<file path="config.mk">
export PLATFORM = sky130hd
export DESIGN_NAME = div_stage
export DESIGN_NICKNAME = d
export VERILOG_FILES = /design/src/rtl/divider_64bit_signed_unsigned_assert.svh /design/src/rtl/div_pkg.sv /design/src/rtl/div_stage.sv
export SDC_FILE = /design/constraint.sdc
export NUM_CORES = 1
export LEC_CHECK = 0
export ABC_AREA = 1
export BUFFER_PORTS_ARGS = -buffer_cell sky130_fd_sc_hd__buf_2
export CAP_MARGIN = 20
export CORE_MARGIN = 5
export CORE_UTILIZATION = 51
export CTS_CLUSTER_DIAMETER = 200
export DETAILED_ROUTE_END_ITERATION = 8
export PLACE_DENSITY = 0.92
export SLEW_MARGIN = 0
export SYNTH_ARGS = -nofsm -noshare
export SYNTH_HDL_FRONTEND = slang
export SYNTH_SLANG_ARGS = --single-unit
</file>
<file path="constraint.sdc">
create_clock -name clk_i -period 0.8 [get_ports clk_i]
set_clock_uncertainty 0.05 [all_clocks]
set_input_delay 0.08 -clock clk_i [delete_from_list [all_inputs] [get_ports clk_i]]
set_output_delay 0.08 -clock clk_i [all_outputs]
set_load 0.03 [all_outputs]
</file>
<file path="src/rtl/divider_64bit_signed_unsigned_assert.svh">
// ----------------------------------------------------------------------------
// divider assertion macros
// shared assertion forms for the divider pipeline
// ----------------------------------------------------------------------------
`ifndef DIVIDER_64BIT_SIGNED_UNSIGNED_ASSERT_SVH
`define DIVIDER_64BIT_SIGNED_UNSIGNED_ASSERT_SVH

// implication checked on every edge outside reset
`define DIV_ASSERT_IMP(label, clk, rst_n, a, c) \
  label: assert property (@(posedge clk) disable iff (!rst_n) (a) |-> (c)) \
    else $error("assertion failed");

// next-cycle implication
`define DIV_ASSERT_NXT(label, clk, rst_n, a, c) \
  label: assert property (@(posedge clk) disable iff (!rst_n) (a) |=> (c)) \
    else $error("assertion failed");

`endif

</file>
<file path="src/rtl/div_pkg.sv">
// ----------------------------------------------------------------------------
// divider package
// shared op codes, widths and pipeline control type
// ----------------------------------------------------------------------------
package div_pkg;
  localparam int unsigned DataW    = 64;
  localparam int unsigned DefWidth = 64;

  localparam logic [1:0] OpDivU = 2'd0;
  localparam logic [1:0] OpRemU = 2'd1;
  localparam logic [1:0] OpDivS = 2'd2;
  localparam logic [1:0] OpRemS = 2'd3;

  // control riding with each word through the pipeline
  typedef struct packed {
    logic want_rem;
    logic neg_quot;
    logic neg_rem;
    logic zero_div;
  } div_ctl_t;
endpackage

</file>
<file path="src/rtl/div_stage.sv">
// ----------------------------------------------------------------------------
// divider stage
// one restoring step: shift in a dividend bit, trial subtract, set quotient bit
// ----------------------------------------------------------------------------
module div_stage import div_pkg::*; #(
  parameter int unsigned WIDTH = DefWidth
) (
  input  logic             clk_i,
  input  logic             rst_ni,
  input  logic             valid_i,
  input  div_ctl_t         ctl_i,
  input  logic [WIDTH-1:0] rem_i,
  input  logic [WIDTH-1:0] num_i,
  input  logic [WIDTH-1:0] den_i,
  output logic             valid_o,
  output div_ctl_t         ctl_o,
  output logic [WIDTH-1:0] rem_o,
  output logic [WIDTH-1:0] num_o,
  output logic [WIDTH-1:0] den_o
);
  logic [WIDTH:0]   shifted;
  logic [WIDTH:0]   diff;
  logic             take;
  logic [WIDTH-1:0] rem_d;
  logic [WIDTH-1:0] num_d;
  logic             valid_q;
  div_ctl_t         ctl_q;
  logic [WIDTH-1:0] rem_q, num_q, den_q;

  // num holds the unconsumed dividend bits on top, quotient bits filling below
  assign shifted = {rem_i, num_i[WIDTH-1]};
  assign diff    = shifted - {1'b0, den_i};
  assign take    = ~diff[WIDTH];
  assign rem_d   = take ? diff[WIDTH-1:0] : shifted[WIDTH-1:0];
  assign num_d   = {num_i[WIDTH-2:0], take};

  always_ff @(posedge clk_i or negedge rst_ni) begin
    if (!rst_ni) begin
      valid_q <= 1'b0;
    end else begin
      valid_q <= valid_i;
    end
  end

  always_ff @(posedge clk_i) begin
    ctl_q <= ctl_i;
    rem_q <= rem_d;
    num_q <= num_d;
    den_q <= den_i;
  end

  assign valid_o = valid_q;
  assign ctl_o   = ctl_q;
  assign rem_o   = rem_q;
  assign num_o   = num_q;
  assign den_o   = den_q;
endmodule

</file>
==> reports/results.txt, run 1 <==
Status: stopped before the end
Failed at: global routing
Err: [ERROR GRT-0116] Global routing finished with congestion. Check the congestion regions in the DRC Viewer.
GR Overflow Total: 29
Clock sink count: 197
Row cnt: 54
Number of port buffers: 395
Maximum clock path buffer count: 2
Die H: 158 um
Seq/Total Area, Yosys: 35.3%
CTS Buf Count: 17
Top cells by area, synth: dfxtp_1 35%, nand2_1 26%, inv_1 13%, ha_1 7.2%, nor2_1 3.5%
Initial Util: 51.5%
FF+latch count, synth: 197
Syn Nets: 2,065
Syn avg cell area: 6.20 um^2
Largest net degree at the start of global routing: 30
Root buffer cell: clkbuf_16
Gp weighted congestion: 0.988
Die width: 158 um
Ys Warns: 0
GR Util All Layers: 78.8%
Number of global-route vias before repair: 22,145
First-pass GRT wire length: 146 mm
Top cell type by total area after synthesis: dfxtp_1
Cell Area, Placed: 15,600 um^2
Post-synth top area share: 35.1%
Max H-tree Level: 4
Synth Instances: 1,801
Post-DP HPWL: 39.7 mm
Cell variety after synth: 32
I/O pins: 396
Area of the mapped netlist: 11,200 um^2
cells in the mapped netlist:
cell type / count
buf_2: 6
or2_1: 1
dfrtp_1: 1
inv_2: 4
nor2_2: 7
o21bai_1: 8
nand2_1: 788
nor3_1: 12
o21ai_0: 4
xnor2_1: 1
nor4_1: 3
inv_1: 388
ha_1: 64
nand2_2: 29
clkinv_1: 1
nor2_4: 1
buf_4: 1
nor2_1: 103
xor2_1: 30
or2_2: 1
dfxtp_1: 196
nand2_4: 1
nand3b_1: 1
nor4_2: 1
nand4_1: 17
and3_1: 2
fa_1: 1
buf_6: 1
a21oi_1: 53
buf_12: 3
buf_8: 2
nand3_1: 70
through the flow:
step	std cells	worst slack (ps)	hold slack, ps
2_1_floorplan	1801	-1120	-266
3_3_place_gp	2755	-1520	-196
3_5_place_dp	2755	-1650	-191
4_1_cts	3009	-939	-325
cells by family after synthesis:
family | synth area share [%]
compound gates | 3.09
xor+xnor | 2.43
fa+ha+maj | 7.35
buf+inv | 14.4
flops | 35.3
simple gates | 37.3
metal layers:
| layer | overflow | global-route usage [%] |
|---|---|---|
| met5 | 0 | 48.2 |
| met4 | 12 | 77.4 |
| met3 | 0 | 71.2 |
| met2 | 15 | 92.0 |
| met1 | 2 | 75.6 |
what timing repair did:
action | in CTS
endpoints found under the hold margin | 197
buffers inserted | 18
endpoints found under the setup margin | 262
cloned | 9
gates resized for setup | 721
hold buffers | 195
pin swaps | 22
==> inputs of run 2 (changes only) <==
--- a/config.mk
+++ b/config.mk
@@ -9,10 +9,9 @@
 export BUFFER_PORTS_ARGS = -buffer_cell sky130_fd_sc_hd__buf_2
 export CAP_MARGIN = 20
 export CORE_MARGIN = 5
-export CORE_UTILIZATION = 51
-export CTS_CLUSTER_DIAMETER = 200
+export CORE_UTILIZATION = 40
 export DETAILED_ROUTE_END_ITERATION = 8
-export PLACE_DENSITY = 0.92
+export PLACE_DENSITY_LB_ADDON = 0.15
 export SLEW_MARGIN = 0
 export SYNTH_ARGS = -nofsm -noshare
 export SYNTH_HDL_FRONTEND = slang
==> reports/results.txt, run 2 <==
Worst EP arrival: 2320 ps
First-pass GRT wire length: 88.7 mm
Syn avg cell area: 6.20 um^2 (unchanged)
Shortest period the worst path allows: 2050 ps
Setup slack at placement: -1520 ps (was -1650 ps)
Top cell type by total area after synthesis: dfxtp_1 (unchanged)
Largest net degree at the start of global routing: 22
Clock-pin slew on the worst setup and hold paths: 100 ps
Post-synth EDFFs: 0 (unchanged)
Fin crit share: 256%
Detailed-route wire length per cell: 21.6 um
Seq pwr share: 30.9%
Syn Nets: 2,065 (unchanged)
Commonest cells after routing, fill and taps aside: 660 x nand2_1, 363 x inv_1, 293 x buf_4
# nets final: 2,978
Final setup violation count: 262
CP endpoint kind: flop
CTS Buf Count: 17 (unchanged)
Post-synth top area share: 35.1% (unchanged)
Power per cell area: 1740 nW/um^2
1st-iter DRT viols: 1,878
Main flop type after synthesis: dfxtp_1 (unchanged)
Leakage Power: 0.0120 uW
Worst Tran Pin Value: 433 ps
Maximum clock path buffer count: 2 (unchanged)
Failing checks: negative hold slack, negative setup slack
Slowest stage delay, CP: 240 ps
Crit Path Class: primary input to flop
Total die area: 31,400 um^2
Seq/Total Area, Yosys: 35.3% (unchanged)
Post-route DRC: 0
Worst rel slew slack: 71.1%
Number of global-route vias before repair: 15,661
Initial antenna violation count: 7
Commonest cells post-synth: 788 x nand2_1, 388 x inv_1, 196 x dfxtp_1 (unchanged)
RSZ-0062 raised after global routing: yes
Buf+Inv Stages, Crit Path: 6
Max Clk Rate: 489 MHz
Total Wirelength: 67.2 mm
Setup ws final: -1250 ps
Clock share of power: 25.4%
I/O pins: 396 (unchanged)
Routed Antenna Nets: 0
Layout area overhead: 94.5%
Die H: 177 um (was 158 um)
Post-route core utilization: 78.5%
GR Overflow Total: 0
GR Util All Layers: 36.8%
Pre-antenna DRT Iters: 8
Hold crit path type: primary input to flop
Sw power: 15,000 uW
Area of the mapped netlist: 11,200 um^2 (unchanged)
Cell variety after synth: 32 (unchanged)
Row cnt: 61 (was 54)
Most common cell after layout, fill and taps aside: nand2_1
Root buffer cell: clkbuf_16 (unchanged)
Ys Warns: 0 (unchanged)
Die width: 177 um (was 158 um)
Net Sw Frac: 39.7%
Peak VDD IR: 0.00142 V
Gate power share: 43.7%
Status: complete, but fails checks (was stopped before the end)
Slowest CP cell: ha_4
Crit path cell chain: buf_2 > inv_2 > ha_4 > nand2_1 > nand2_1 > inv_1 > nand2_2 > inv_1 > nand2_2 > a21oi_2 > nand2_2 > nand2_4 > nand2_4 > nand2_4 > nand2_8 > buf_12 > buf_12 > nand2_2 > nand2_1
Post-DP HPWL: 37.6 mm (was 39.7 mm)
Hold_ws: -324 ps
Worst Setup Start Kind: primary input
FF+latch count, synth: 197 (unchanged)
Total power: 37,800 uW
Max H-tree Level: 4 (unchanged)
Clock sink count: 197 (unchanged)
Slew Viols, Final: 0
Vias per cell: 5.08
Layout cells sized above 1: 45.7%
Top cells by area, synth: dfxtp_1 35%, nand2_1 26%, inv_1 13%, ha_1 7.2%, nor2_1 3.5% (unchanged)
Via count: 15,786
Most frequent cell after synthesis: nand2_1 (unchanged)
CTS tree: yes
Hold Vio Cnt, Final: 2
Initial Util: 40.3% (was 51.5%)
Number of port buffers: 395 (unchanged)
Synth async-reset ratio: 0.508% (unchanged)
Max Cap Violations: 0
CP max FO: 5
Gp weighted congestion: 0.956 (was 0.988)
Critical path required time: 1070 ps
Most used cell, CP: nand2_2
Synth Instances: 1,801 (unchanged)
Core Area: 27,700 um^2
Final TNS setup: -121,340 ps
CP top delay family: simple AND/OR/NAND/NOR gates
Int Power: 22,800 uW
run 2: cell counts after synthesis:
Identical to the previous run, type by type.
run 2: what timing repair did:
item,in CTS,in global routing
gates resized for setup,702,249
gates cloned,8,3
hold endpoints to repair,197,2
setup buffers,14,6
hold buffers,196,1
endpoints found under the setup margin,262,262
pin swaps,15,80
run 2: power groups by stage:
stage	Sequential, uW	Clock, uW	Combinational (uW)
after global placement	11300	0	11200
after floorplan	13300	0	4290
final	11700	9590	16500
after detailed placement	11300	0	11300
after global routing	11700	9920	17300
after CTS	11500	9370	14400
run 2: per-layer routing:
layer | share of wire (%) | GRT usage (%)
met1 | 36 | 42.9
met2 | 46 | 63.5
met3 | 11 | 7.41
met4 | 7.7 | 19.9
met5 | 0.067 | 0
run 2: worst paths after layout:
path,startpoint,cells past startpoint,endpoint
setup / recovery,den_i[31],19,rem_o[32]
hold / removal,den_i[0],1,den_o[0]
max in group asynchronous,rst_ni,3,valid_o
min in group asynchronous,rst_ni,3,valid_o
run 2: final cells by class:
class / count / area (um^2)
repair buffers: 907 / 7930
fillers: 1790 / 5970
clock inverters: 14 / 186
diodes: 3 / 7.51
multi-input cells: 1198 / 7020
clock buffers: 18 / 429
well taps: 378 / 473
inverters: 393 / 1490
flip-flops and latches: 197 / 4200
run 2: per-stage QoR:
step | hold WS, ps | cell area [um^2] | instances
6_report | -324 | 21700 | 3108
5_1_grt | -331 | 21700 | 3107
4_1_cts | -321 | 20700 | 3098
3_5_place_dp | -187 | 15700 | 2848
3_3_place_gp | -196 | 15700 | 2848
2_1_floorplan | -266 | 11200 | 1801
run 2: kinds of logic (layout without fill, tap and decap cells):
kind of cell / Yosys count / after routing / share of synthesized area [%]
xor+xnor: 31 / 31 / 2.43
simple gates: 1037 / 1037 / 37.3
flops: 197 / 197 / 35.3
buf+inv: 406 / 1332 / 14.4
fa+ha+maj: 65 / 65 / 7.35
compound gates: 65 / 65 / 3.09
other cells: 0 / 3 / 0
Note: power is estimated with default switching activity, not from simulation.
